$ cat src/rtl/sme_pkg.sv
package sme_pkg;

    // Program memory size; next_pc wraps at this power of two.
    localparam int PROGRAM_SIZE = 4096;

    // Instruction codes.
    typedef enum logic [3:0] {
        OP_HALT  = 4'd0,
        OP_PUSH  = 4'd1,
        OP_POP   = 4'd2,
        OP_ADD   = 4'd3,
        OP_SUB   = 4'd4,
        OP_MUL   = 4'd5,
        OP_DIV   = 4'd6,
        OP_JMP   = 4'd7,
        OP_JE    = 4'd8,
        OP_JL    = 4'd9,
        OP_JG    = 4'd10,
        OP_PUSHV = 4'd11,
        OP_POPV  = 4'd12,
        OP_OUT   = 4'd13,
        OP_NOP   = 4'd14,
        OP_UNDEF = 4'd15
    } op_t;

    // Status codes.
    localparam logic [2:0] ST_OK      = 3'd0;
    localparam logic [2:0] ST_HALT    = 3'd1;
    localparam logic [2:0] ST_OVER    = 3'd2;
    localparam logic [2:0] ST_UNDER   = 3'd3;
    localparam logic [2:0] ST_DIVZ    = 3'd4;
    localparam logic [2:0] ST_UNKNOWN = 3'd5;

endpackage

$ cat src/rtl/stack_machine_executor.sv
// Executes one stack-machine instruction per accepted item and returns one
// result item for it. The operand stack is a RAM with one registered read
// port, so the two operands are read one after the other; mul goes through a
// shared 16-bit partial product unit that forms three partial products, and
// div goes through a radix-2 restoring divider that produces one quotient bit
// per cycle. The block accepts no new item until the result of the previous
// one is taken, and the next item is accepted in the cycle after that at the
// earliest. After reset a clearing pass zeroes the variable store before the
// first item is accepted.
module stack_machine_executor #(
    parameter int STACK_DEPTH  = 64,
    parameter int VAR_SLOTS    = 16
) (
    input  logic        clk,
    input  logic        rst_n,
    input  logic        in_valid,
    output logic        in_stall,
    input  logic [3:0]  op,
    input  logic signed [31:0] imm_value,
    input  logic [11:0] jump_target,
    input  logic [3:0]  var_index,
    output logic        out_valid_o,
    input  logic        out_stall,
    output logic [11:0] next_pc,
    output logic [2:0]  status,
    output logic        out_valid,
    output logic signed [31:0] out_value,
    output logic [6:0]  stack_depth
);

    localparam int SAW = (STACK_DEPTH > 1) ? $clog2(STACK_DEPTH) : 1;
    localparam int SPW = $clog2(STACK_DEPTH + 1);
    localparam int VAW = (VAR_SLOTS > 1) ? $clog2(VAR_SLOTS) : 1;
    localparam int PCW = $clog2(sme_pkg::PROGRAM_SIZE);

    // Sequencer states.
    localparam logic [3:0] S_CLEAR = 4'd0;
    localparam logic [3:0] S_IDLE  = 4'd1;
    localparam logic [3:0] S_RDB   = 4'd2;
    localparam logic [3:0] S_RDA   = 4'd3;
    localparam logic [3:0] S_EXEC  = 4'd4;
    localparam logic [3:0] S_ITER  = 4'd5;
    localparam logic [3:0] S_WB    = 4'd6;
    localparam logic [3:0] S_OUT   = 4'd7;
    localparam logic [3:0] S_RDV   = 4'd8;

    logic [3:0]       state_reg, state_next;
    logic [PCW-1:0]   pc_reg;
    logic [SPW-1:0]   sp_reg;
    logic [2:0]       stop_reg;
    logic [VAW-1:0]   clr_reg;

    logic [3:0]       op_reg;
    logic [31:0]      imm_reg;
    logic [11:0]      tgt_reg;
    logic [VAW-1:0]   slot_reg;
    logic [31:0]      a_reg, b_reg;
    logic [31:0]      acc_reg;
    logic [31:0]      rem_reg;
    logic [5:0]       cnt_reg;
    logic             neg_reg;

    logic             res_vld_reg;
    logic [11:0]      r_pc_reg;
    logic [2:0]       r_st_reg;
    logic             r_ov_reg;
    logic [31:0]      r_val_reg;
    logic [6:0]       r_sd_reg;

    // Stack RAM ports.
    logic             s_we;
    logic [SAW-1:0]   s_waddr, s_raddr;
    logic [31:0]      s_wdata, s_rdata;

    // Variable RAM ports.
    logic             v_we;
    logic [VAW-1:0]   v_waddr, v_raddr;
    logic [31:0]      v_wdata, v_rdata;

    // Slot index for each value of var_index, wrapped to the store size.
    logic [VAW-1:0]   slot_map [16];

    sme_ram #(.WIDTH(32), .DEPTH(STACK_DEPTH)) u_stack (
        .clk(clk), .we(s_we), .waddr(s_waddr), .wdata(s_wdata),
        .raddr(s_raddr), .rdata(s_rdata)
    );

    sme_ram #(.WIDTH(32), .DEPTH(VAR_SLOTS)) u_vars (
        .clk(clk), .we(v_we), .waddr(v_waddr), .wdata(v_wdata),
        .raddr(v_raddr), .rdata(v_rdata)
    );

    for (genvar g = 0; g < 16; g++)
    begin : g_slot
        assign slot_map[g] = VAW'(g % VAR_SLOTS);
    end

    logic [PCW-1:0] pc_inc, jmp_nxt;
    logic [SPW-1:0] sp_m1, sp_m2;
    logic           full, has1, has2;
    logic           binop, cjmp, take;
    logic [32:0]    trial;
    logic [15:0]    mul_x, mul_y;
    logic [31:0]    mul_p;
    logic [31:0]    mres;
    logic [31:0]    ua, ub;

    assign pc_inc  = pc_reg + 1'b1;
    assign jmp_nxt = tgt_reg[PCW-1:0] + 1'b1;
    assign sp_m1   = sp_reg - 1'b1;
    assign sp_m2   = sp_reg - 2'd2;
    assign full    = (sp_reg >= SPW'(STACK_DEPTH));
    assign has1    = (sp_reg != '0);
    assign has2    = (sp_reg >= SPW'(2));
    assign binop   = (op_reg == sme_pkg::OP_ADD) || (op_reg == sme_pkg::OP_SUB) ||
                     (op_reg == sme_pkg::OP_MUL) || (op_reg == sme_pkg::OP_DIV);
    assign cjmp    = (op_reg == sme_pkg::OP_JE) || (op_reg == sme_pkg::OP_JL) ||
                     (op_reg == sme_pkg::OP_JG);
    assign ua      = a_reg[31] ? (32'd0 - a_reg) : a_reg;
    assign ub      = b_reg[31] ? (32'd0 - b_reg) : b_reg;
    assign trial   = {rem_reg, acc_reg[31]} - {1'b0, ub};
    // Shared 16x16 partial product: low halves first, then the two cross terms.
    assign mul_x   = (cnt_reg == 6'd2) ? a_reg[31:16] : a_reg[15:0];
    assign mul_y   = (cnt_reg == 6'd1) ? b_reg[31:16] : b_reg[15:0];
    assign mul_p   = 32'(mul_x) * 32'(mul_y);
    assign mres    = (cnt_reg == 6'd0) ? mul_p : (mul_p << 16);

    always_comb
    begin
        unique case (op_reg)
            sme_pkg::OP_JE: take = (a_reg == b_reg);
            sme_pkg::OP_JL: take = ($signed(a_reg) < $signed(b_reg));
            default:        take = ($signed(a_reg) > $signed(b_reg));
        endcase
    end

    assign in_stall    = (state_reg != S_IDLE) || res_vld_reg;
    assign out_valid_o = res_vld_reg;
    assign next_pc     = r_pc_reg;
    assign status      = r_st_reg;
    assign out_valid   = r_ov_reg;
    assign out_value   = r_val_reg;
    assign stack_depth = r_sd_reg;

    // RAM address and write control.
    always_comb
    begin
        s_we    = 1'b0;
        s_waddr = sp_reg[SAW-1:0];
        s_wdata = acc_reg;
        s_raddr = sp_m1[SAW-1:0];
        v_we    = 1'b0;
        v_waddr = slot_reg;
        v_wdata = s_rdata;
        v_raddr = slot_reg;
        if (state_reg == S_CLEAR)
        begin
            v_we    = 1'b1;
            v_waddr = clr_reg;
            v_wdata = '0;
        end
        if (state_reg == S_RDB)
        begin
            s_raddr = sp_m2[SAW-1:0];
        end
        if (state_reg == S_WB)
        begin
            unique case (op_reg)
                sme_pkg::OP_PUSH:
                begin
                    s_we    = 1'b1;
                    s_wdata = imm_reg;
                end
                sme_pkg::OP_PUSHV:
                begin
                    s_we    = 1'b1;
                    s_wdata = v_rdata;
                end
                sme_pkg::OP_POPV:
                begin
                    v_we = 1'b1;
                end
                default:
                begin
                    s_we    = binop;
                    s_waddr = sp_m2[SAW-1:0];
                end
            endcase
        end
    end

    // Sequencer.
    always_comb
    begin
        state_next = state_reg;
        unique case (state_reg)
            S_CLEAR: if (clr_reg == VAW'(VAR_SLOTS - 1)) state_next = S_IDLE;
            S_IDLE:  if (in_valid && !in_stall) state_next = S_RDB;
            S_RDB:   state_next = S_RDA;
            S_RDA:   state_next = S_RDV;
            S_RDV:   state_next = S_EXEC;
            S_EXEC:  state_next = S_ITER;
            S_ITER:
            begin
                if ((op_reg == sme_pkg::OP_MUL && cnt_reg == 6'd2) ||
                    (op_reg == sme_pkg::OP_DIV && cnt_reg == 6'd32) ||
                    (op_reg != sme_pkg::OP_MUL && op_reg != sme_pkg::OP_DIV))
                begin
                    state_next = S_WB;
                end
            end
            S_WB:    state_next = S_OUT;
            S_OUT:   state_next = S_IDLE;
            default: state_next = S_IDLE;
        endcase
    end

    always_ff @(posedge clk or negedge rst_n)
    begin
        if (!rst_n)
        begin
            state_reg   <= S_CLEAR;
            pc_reg      <= '0;
            sp_reg      <= '0;
            stop_reg    <= sme_pkg::ST_OK;
            clr_reg     <= '0;
            res_vld_reg <= 1'b0;
        end
        else
        begin
            state_reg <= state_next;
            if (state_reg == S_CLEAR)
            begin
                clr_reg <= clr_reg + 1'b1;
            end
            if (res_vld_reg && !out_stall)
            begin
                res_vld_reg <= 1'b0;
            end
            // Result and architectural update.
            if (state_reg == S_OUT)
            begin
                logic [2:0]     st;
                logic [PCW-1:0] nxt;
                logic [SPW-1:0] nsp;
                logic           ov;
                st  = sme_pkg::ST_OK;
                nxt = pc_inc;
                nsp = sp_reg;
                ov  = 1'b0;
                if (stop_reg != sme_pkg::ST_OK)
                begin
                    st  = stop_reg;
                    nxt = pc_reg;
                end
                else
                begin
                    case (op_reg)
                        sme_pkg::OP_HALT: st = sme_pkg::ST_HALT;
                        sme_pkg::OP_PUSH, sme_pkg::OP_PUSHV:
                        begin
                            if (full) st = sme_pkg::ST_OVER;
                            else nsp = sp_reg + 1'b1;
                        end
                        sme_pkg::OP_POP, sme_pkg::OP_POPV:
                        begin
                            if (!has1) st = sme_pkg::ST_UNDER;
                            else nsp = sp_m1;
                        end
                        sme_pkg::OP_OUT:
                        begin
                            if (!has1) st = sme_pkg::ST_UNDER;
                            else ov = 1'b1;
                        end
                        sme_pkg::OP_ADD, sme_pkg::OP_SUB, sme_pkg::OP_MUL,
                        sme_pkg::OP_DIV:
                        begin
                            if (!has2) st = sme_pkg::ST_UNDER;
                            else if (op_reg == sme_pkg::OP_DIV && b_reg == '0)
                                st = sme_pkg::ST_DIVZ;
                            else nsp = sp_m1;
                        end
                        sme_pkg::OP_JE, sme_pkg::OP_JL, sme_pkg::OP_JG:
                        begin
                            if (!has2) st = sme_pkg::ST_UNDER;
                            else
                            begin
                                nsp = sp_m2;
                                if (take) nxt = jmp_nxt;
                            end
                        end
                        sme_pkg::OP_JMP: nxt = jmp_nxt;
                        sme_pkg::OP_NOP: nxt = pc_inc;
                        default: st = sme_pkg::ST_UNKNOWN;
                    endcase
                    if (st != sme_pkg::ST_OK && st != sme_pkg::ST_UNKNOWN)
                    begin
                        stop_reg <= st;
                        nxt = pc_reg;
                    end
                    pc_reg <= nxt;
                    sp_reg <= nsp;
                end
                res_vld_reg <= 1'b1;
                r_pc_reg    <= 12'(nxt);
                r_st_reg    <= st;
                r_ov_reg    <= ov;
                r_val_reg   <= ov ? b_reg : 32'd0;
                r_sd_reg    <= 7'(nsp);
            end
        end
    end

    // Datapath registers.
    always_ff @(posedge clk)
    begin
        if (state_reg == S_IDLE && in_valid && !in_stall)
        begin
            op_reg   <= op;
            imm_reg  <= imm_value;
            tgt_reg  <= jump_target;
            slot_reg <= slot_map[var_index];
        end
        // The top entry arrives first, the entry below it in the cycle after.
        if (state_reg == S_RDB)
        begin
            b_reg <= s_rdata;
        end
        if (state_reg == S_RDA)
        begin
            a_reg <= s_rdata;
        end
        if (state_reg == S_EXEC)
        begin
            cnt_reg <= '0;
            rem_reg <= '0;
            neg_reg <= a_reg[31] ^ b_reg[31];
            unique case (op_reg)
                sme_pkg::OP_ADD: acc_reg <= a_reg + b_reg;
                sme_pkg::OP_SUB: acc_reg <= a_reg - b_reg;
                sme_pkg::OP_DIV: acc_reg <= ua;
                default:         acc_reg <= '0;
            endcase
        end
        if (state_reg == S_ITER)
        begin
            cnt_reg <= cnt_reg + 1'b1;
            if (op_reg == sme_pkg::OP_MUL)
            begin
                if (cnt_reg == 6'd0)
                    acc_reg <= mres;
                else
                    acc_reg <= acc_reg + mres;
            end
            else if (op_reg == sme_pkg::OP_DIV)
            begin
                if (cnt_reg == 6'd32)
                begin
                    acc_reg <= neg_reg ? (32'd0 - acc_reg) : acc_reg;
                end
                else if (!trial[32])
                begin
                    rem_reg <= trial[31:0];
                    acc_reg <= {acc_reg[30:0], 1'b1};
                end
                else
                begin
                    rem_reg <= {rem_reg[30:0], acc_reg[31]};
                    acc_reg <= {acc_reg[30:0], 1'b0};
                end
            end
        end
    end

endmodule

$ cat src/rtl/sme_ram.sv
module sme_ram #(
    parameter int WIDTH = 32,
    parameter int DEPTH = 64
) (
    input  logic                     clk,
    input  logic                     we,
    input  logic [$clog2(DEPTH)-1:0] waddr,
    input  logic [WIDTH-1:0]         wdata,
    input  logic [$clog2(DEPTH)-1:0] raddr,
    output logic [WIDTH-1:0]         rdata
);

    logic [WIDTH-1:0] mem [DEPTH];

    // Single write port, registered read port.
    always_ff @(posedge clk)
    begin
        if (we)
        begin
            mem[waddr] <= wdata;
        end
        rdata <= mem[raddr];
    end

endmodule

$ cat config.mk
export PLATFORM = sky130hd
export DESIGN_NAME = stack_machine_executor
export DESIGN_NICKNAME = d
export VERILOG_FILES = /design/src/rtl/sme_pkg.sv /design/src/rtl/stack_machine_executor.sv /design/src/rtl/sme_ram.sv
export SDC_FILE = /design/constraint.sdc
export NUM_CORES = 2
export LEC_CHECK = 0
export ABC_AREA = 1
export BUFFER_PORTS_ARGS = -buffer_cell sky130_fd_sc_hd__buf_2
export CAP_MARGIN = 25
export CORE_ASPECT_RATIO = 0.5
export CORE_MARGIN = 2
export CORE_UTILIZATION = 45
export DETAILED_ROUTE_END_ITERATION = 12
export PLACE_DENSITY_LB_ADDON = 0.3
export REMOVE_ABC_BUFFERS = 1
export SKIP_CTS_REPAIR_TIMING = 1
export SLEW_MARGIN = 40
export SYNTH_ARGS = -nofsm -noshare
export SYNTH_HDL_FRONTEND = slang
export SYNTH_SLANG_ARGS = --single-unit
$ cat constraint.sdc
create_clock -name clk -period 7.6 [get_ports clk]
set_input_delay 1.14 -clock clk [delete_from_list [all_inputs] [get_ports clk]]
set_output_delay 1.14 -clock clk [all_outputs]
set_load 0.005 [all_outputs]
# Word-level counts from Yosys, hierarchy flattened
# Memory sizes are Yosys's and may differ from the RTL's. A register that Yosys moved wholly into a read port is not among the register bits.
# Cells that the tools add are included.
# totals
ff_bits	269
ram_bits	2560
mem_bits_ro	64
in_bits	56
out_inout_bits	57
word_cells	186
memories	3
# memory_table
name	depth	width	rd	rd_ports_with_merged_regs	wr	line	text
u_stack.mem	64	32	1	1	1	sme_ram.sv:13	logic [WIDTH-1:0] mem [DEPTH];
u_vars.mem	16	32	1	1	1	sme_ram.sv:13	
(no name shown)	16	4	1	1	0	stack_machine_executor.sv:322	slot_reg <= slot_map[var_index];
# op_classes
n_addsub	14
mul	1
n_lt_le_gt_ge	4
n_eq_ne	35
mux	70
bitwise	3
reduce_logical	36
# op_table
op	count
$mux 32	18
$pmux 32 s3	1
$sub 1x32->32 const A	3
$add 32x32->32	2
$pmux 32 s2	1
$mux 12	4
$mux 7	6
$eq 4x4->1 const B	9
$sub 33x32->33	1
$eq 32x32->1	1
$eq 4x3->1 const B	8
$gt 32x32->1	1
$logic_not 32->1	1
$lt 32x32->1	1
$mul 16x16->32	1
$mux 16	2
$pmux 4 s8	1
$sub 32x32->32	1
$mux 6	5
$pmux 7 s4	1
$add 12x1->12 const B	2
$pmux 12 s2	1
$pmux 3 s6	1
$eq 4x2->1 const B	4
other kinds (38)	87

# Longest topological paths before layout
# depth
ltp_word	11
depth_mapped	49
depth_no_buf	47

# By module
# From an unflattened synthesis, not the netlist that was laid out.
# unflattened
cells_unflattened	13601
area_unflattened_um2	138670.5
# modules_own_cells
module	instances	cells_each	area_each_um2	seq_area_each_um2
sme_ram at u_stack	1	6769	82739.4	62139.6
stack_machine_executor	1	4712	33200.6	7722.4
sme_ram at u_vars	1	2120	22730.6	16015.4

# Least setup slack after synthesis
# No wires, ideal clock.
# synth_path
path_kind	register -> register
start	register cnt_reg[0]
end	register acc_reg[31], data pin
setup_time_ns	0.257
t_arrival_ns	7.964
t_required_ns	7.343
slack_ns	-0.621
path_stages_with_launch	47
n_path_buf	3
synth_period_minus_slack_ns	8.221
cell_sequence	edfxtp_1 inv_1 ha_1 nand3_1 clkbuf_1 clkbuf_1 nand2_1 o21ai_0 clkbuf_1 nand2_1 fa_1 inv_1 fa_1 inv_1 fa_1 inv_1 fa_1 fa_1 (+11 left out) o21bai_1 xnor2_1 nand2_1 o21ai_0 inv_1 ha_1 a21oi_1 o21ai_0 inv_1 nor2_1 a2111oi_0 nand2_1 nand2_1 nand2_1 nand2_1 nand2_1 nand2_1 a21oi_1
# synth_between
elab_chain_len	8
elab_cells_between_ends	14
classes_between	add/sub: 1; mul: 1; eq/ne: 3; mux: 8; reduce/logical: 1
# synth_rtl
element	line	text
start, declared	stack_machine_executor.sv:60	logic [5:0] cnt_reg;
start signal, assigned	stack_machine_executor.sv:347	cnt_reg <= cnt_reg + 1'b1;
$eq 6x2->1 or $eq 6x1->1 (tied branches)	stack_machine_executor.sv:123, stack_machine_executor.sv:124	
$mux 16 (on tied branches)	stack_machine_executor.sv:123, stack_machine_executor.sv:124	
$mul 16x16->32	stack_machine_executor.sv:125	assign mul_p = 32'(mul_x) * 32'(mul_y);
$mux 32	stack_machine_executor.sv:126	assign mres = (cnt_reg == 6'd0) ? mul_p : (mul_p << 16);
$add 32x32->32	stack_machine_executor.sv:353	acc_reg <= acc_reg + mres;
$mux 32	stack_machine_executor.sv:350	if (cnt_reg == 6'd0)
$mux 32 *	stack_machine_executor.sv:348	if (op_reg == sme_pkg::OP_MUL)
$mux 32 *	stack_machine_executor.sv:345	if (state_reg == S_ITER)
end signal, assigned	stack_machine_executor.sv:351	acc_reg <= mres;
end signal, assigned	stack_machine_executor.sv:353	
end signal, assigned	stack_machine_executor.sv:359	acc_reg <= neg_reg ? (32'd0 - acc_reg) : acc_reg;
end, declared	stack_machine_executor.sv:58	logic [31:0] acc_reg;
# Every way passes the cells marked *; elsewhere a longest branch is shown, timed or not.
# A chain may end at the register's enable or synchronous reset.

# Worst setup path after layout
# layout_path
start	register cnt_reg[1]
end	register acc_reg[26], data pin
# The elaborated chain is that of the path after synthesis.

==> results by stage <==
Status:
- The flow ran to the end, but the final reports show violations.
- The checks that failed: negative setup slack.

Floorplanning:
- The effective utilization at floorplan is 45.3%.
- During I/O placement, the number of pins put on the boundary was 113.
- The placeable core region is 296000 um^2.
- The vertical extent of the die is 390 um.
- The full die area is 302000 um^2.
- The initialized floorplan defines 141 standard-cell rows.
- The floorplan step set the die width to 775 um.

Critical path:
- The highest net fanout along the worst path is 6.
- The maximum cell stage delay along the critical path is 0.54 ns.
- The classification of the worst setup path is reg -> reg.
- The critical path capture point type is a flip-flop.
- The required time at the worst-slack endpoint is 8.16 ns.
- At the worst endpoint, the arrival time is 8.82 ns.
- The startpoint of the most critical setup path is cnt_reg[1].
- The slowest stage of the critical path is the sky130_fd_sc_hd__fa_1 cell.
- The worst reg2reg path depth is 42.
- The startpoint of the worst register-to-register path is cnt_reg[1].
- The worst setup path is launched from a flip-flop.

GRT:
- The wire length of the first global-routing pass is 640 mm.
- The number of antenna violations at the first check in global routing is 20.
- The via count of the first global-routing pass came to 93145.
- The largest net degree at the start of global routing is 204.
- After global routing the overflow that remains totals 0.
- Across every metal layer, demand over resource in global routing totals 28.6%.

Placed design:
- The total of buffers placed on input and output ports is 112.
- Routability-driven placement finished with a final weighted congestion of 1.01.
- The sum of net half-perimeters after detailed placement is 277 mm.
- The worst slack at placement is -1.36 ns.

Clock network:
- The root buffer cell is sky130_fd_sc_hd__clkbuf_16.
- The clock transition time at the flip-flop clock pins of the worst setup and hold paths is 0.06 ns.
- The clock tree from TritonCTS is done.
- The H-tree generated during clock tree synthesis spans 5 levels.
- The longest clock path from root to sink contains 4 buffers.
- Buffers inserted during clock tree synthesis total 273.
- The number of clock sinks seen by CTS is 2897.
- The clock network latency to the later pin of the worst-skew pair is 0.89 ns.

Final layout:
- The register with the most flip-flops in the layout has 2048 of them.
- The number of nets in the layout is 12896.
- The largest registers in the layout are u_stack.mem x2048, u_vars.mem x512.
- From synthesis to final layout, the design area changed by 15.9%.
- The layout filler cell count is 25310.
- The share of layout cells above drive strength 1 is 14.4%.
- Ranked by flip-flop count, first place goes to u_stack.mem.

Timing:
- Setup repair after global routing could not meet its margin everywhere.
- The final-report hold violation count is 0.
- After layout, the worst setup slack is -0.662 ns.
- The number of max-slew violations in the final report is 0.
- Setup violations remaining at the end of the flow were counted as 20.
- At the pin with the least slew margin, the transition time is 0.941 ns.
- The worst slew margin relative to its limit is 36.8%.
- The final clock period utilization by the worst path is 109%.
- The maximum clock skew at final layout is 0.0888 ns.
- Timing would allow up to 121 MHz.
- For the finished layout, the period the worst path requires is 8.26 ns.

Route:
- For this run, design rule violations remaining after detail routing come to 0.
- The number of detailed-route iterations in the first pass is 7.
- The routed design has 446 mm of wire.
- Dividing the detail-routed via count by the number of cells gives 6.02.
- The number of DRC markers in iteration 0 is 14182.
- Dividing the detail-routed wire length by the instance count gives 27.0 um.
- The total via count in the routed design is 99678.
- The remaining antenna violation count after routing is 0.

Synthesis:
- The count of flip-flops with a built-in enable after synthesis is 2770.
- Synthesis inferred 2897 register bits.
- The count of yosys warnings during synthesis is 0.
- The netlist area before placement is 134000 um^2.
- The distinct cell type count after synthesis is 66.
- For this run, asynchronously set or reset flops after synthesis account for 1.07%.
- A synthesized cell averages 11.2 um^2.
- The sequential cell area fraction in the yosys report is 64.2%.
- Among all flip-flop cells after synthesis, the most frequent one is sky130_fd_sc_hd__edfxtp_1.
- Synthesis handed over a netlist of 11897 instances.

Min path:
- The path type of the worst min-delay path is in -> async.

Run:
- The max-capacitance violation count is 0.
-- worst paths after layout --
check / endpoint / slack (ns)
max reg2reg: acc_reg[26] / -0.66
min: out_valid_o / 0.38
min in group clk: slot_reg[1] / 0.47
min reg2reg: stop_reg[0] / 0.49
max in group asynchronous: state_reg[2] / 6.83
max: acc_reg[26] / -0.66
-- kinds of logic (layout without fill, tap and decap cells) --
| family | count (synthesis) | after routing | synth area share, % |
|---|---|---|---|
| compound gates | 3085 | 3085 | 13.3 |
| xor+xnor | 119 | 119 | 0.799 |
| fa+ha+maj | 447 | 447 | 5.29 |
| buf+inv | 1483 | 2191 | 4.33 |
| flops | 2897 | 2897 | 64.2 |
| mux | 95 | 95 | 0.711 |
| other cells | 0 | 12 | 0 |
| simple gates | 3771 | 3771 | 11.3 |
-- metrics by stage --
step	TNS [ns]	util [%]	hold WS (ns)	instance area, um^2	std cells
after CTS	-22.30	51.5	0.362	152000	16467
after global placement	-19.20	48.5	0.468	143000	15963
after floorplan	-2477.51	-	0.426	131000	11216
after global routing	-17.18	52.4	0.410	155000	16537
after detailed placement	-22.10	48.6	0.473	144000	15980
final	-8.89	52.4	0.379	155000	16549
-- cells in the mapped netlist (7+ instances only) --
cell | count | area share, %
sky130_fd_sc_hd__edfxtp_1 | 2770 | 62
sky130_fd_sc_hd__nor2_1 | 2078 | 5.8
sky130_fd_sc_hd__o21ai_0 | 1701 | 6.4
sky130_fd_sc_hd__nand2_1 | 1066 | 3.0
sky130_fd_sc_hd__inv_1 | 776 | 2.2
sky130_fd_sc_hd__clkbuf_1 | 527 | 1.5
sky130_fd_sc_hd__o22ai_1 | 525 | 2.5
sky130_fd_sc_hd__nand3_1 | 415 | 1.6
sky130_fd_sc_hd__a21oi_1 | 274 | 1.0
sky130_fd_sc_hd__ha_1 | 249 | 2.3
sky130_fd_sc_hd__o221ai_1 | 234 | 1.5
sky130_fd_sc_hd__fa_1 | 198 | 3.0
sky130_fd_sc_hd__buf_2 | 114 | 0.43
sky130_fd_sc_hd__dfxtp_1 | 96 | 1.4
sky130_fd_sc_hd__mux2i_1 | 95 | 0.71
sky130_fd_sc_hd__xor2_1 | 91 | 0.60
sky130_fd_sc_hd__o211ai_1 | 80 | 0.45
sky130_fd_sc_hd__nor3_1 | 66 | 0.25
sky130_fd_sc_hd__nand4_1 | 48 | 0.22
sky130_fd_sc_hd__o21ai_1 | 48 | 0.18
sky130_fd_sc_hd__o32ai_1 | 33 | 0.22
sky130_fd_sc_hd__a31oi_1 | 32 | 0.15
sky130_fd_sc_hd__dfrtp_1 | 31 | 0.58
sky130_fd_sc_hd__nor4_1 | 31 | 0.14
sky130_fd_sc_hd__a22o_1 | 27 | 0.18
sky130_fd_sc_hd__xnor2_1 | 26 | 0.17
sky130_fd_sc_hd__a21o_1 | 25 | 0.14
sky130_fd_sc_hd__o21bai_1 | 24 | 0.13
sky130_fd_sc_hd__buf_1 | 21 | 0.059
sky130_fd_sc_hd__or2_2 | 21 | 0.098
sky130_fd_sc_hd__nor2_2 | 18 | 0.084
sky130_fd_sc_hd__buf_4 | 16 | 0.090
sky130_fd_sc_hd__clkinv_1 | 13 | 0.036
sky130_fd_sc_hd__inv_2 | 13 | 0.036
sky130_fd_sc_hd__a21boi_1 | 12 | 0.067
sky130_fd_sc_hd__a221oi_1 | 12 | 0.079
sky130_fd_sc_hd__a22oi_1 | 10 | 0.056
sky130_fd_sc_hd__o21a_1 | 9 | 0.051
sky130_fd_sc_hd__a21boi_0 | 8 | 0.045
sky130_fd_sc_hd__nand3b_1 | 7 | 0.039
sky130_fd_sc_hd__o2111ai_1 | 7 | 0.046
-- cell usage in the layout, fill, tap and decap left out, types with 215 or more instances in the layout --
cell / instances
sky130_fd_sc_hd__o22ai_1: 525
sky130_fd_sc_hd__o21ai_0: 1614
sky130_fd_sc_hd__clkbuf_16: 281
sky130_fd_sc_hd__o221ai_1: 224
sky130_fd_sc_hd__ha_1: 215
sky130_fd_sc_hd__a21oi_1: 235
sky130_fd_sc_hd__inv_1: 733
sky130_fd_sc_hd__edfxtp_1: 2770
sky130_fd_sc_hd__buf_4: 668
sky130_fd_sc_hd__nand3_1: 401
sky130_fd_sc_hd__nor2_1: 1915
sky130_fd_sc_hd__nand2_1: 1030
-- routing by layer --
layer	share of wire [%]	routed length, um	GRT usage (%)
met4	4.0	17700	9.97
met1	41	184000	41.9
met3	11	48700	5.17
met5	0.012	54	0
met2	44	196000	42.9
-- worst max-delay path: cells and delay by family (launching register included) --
| kind | cells | cell delay [ns] |
|---|---|---|
| and+or+nand+nor | 10 | 0.88 |
| AOI/OAI and AO/OA | 8 | 1.16 |
| buffers and inverters | 13 | 1.54 |
| adders and majority gates | 9 | 3.64 |
| DFF | 1 | 0.46 |
| xor gates and xnor gates | 2 | 0.30 |
-- area by class of cell --
type                       count  area (um^2)  area share (%)
timing repair buffer         902         7720            4.98
clock buffer                 348         7270            4.69
antenna                       12         30.0          0.0194
tap                         3932         4920            3.17
inverter                     802         3080            1.99
clock inverter               139         1250           0.806
multi-input combinational   7517        44800            28.9
sequential                  2897        85900            55.4
Power is not shown: default switching activity piles up to over one toggle a cycle in this logic, so the estimate is an artifact.
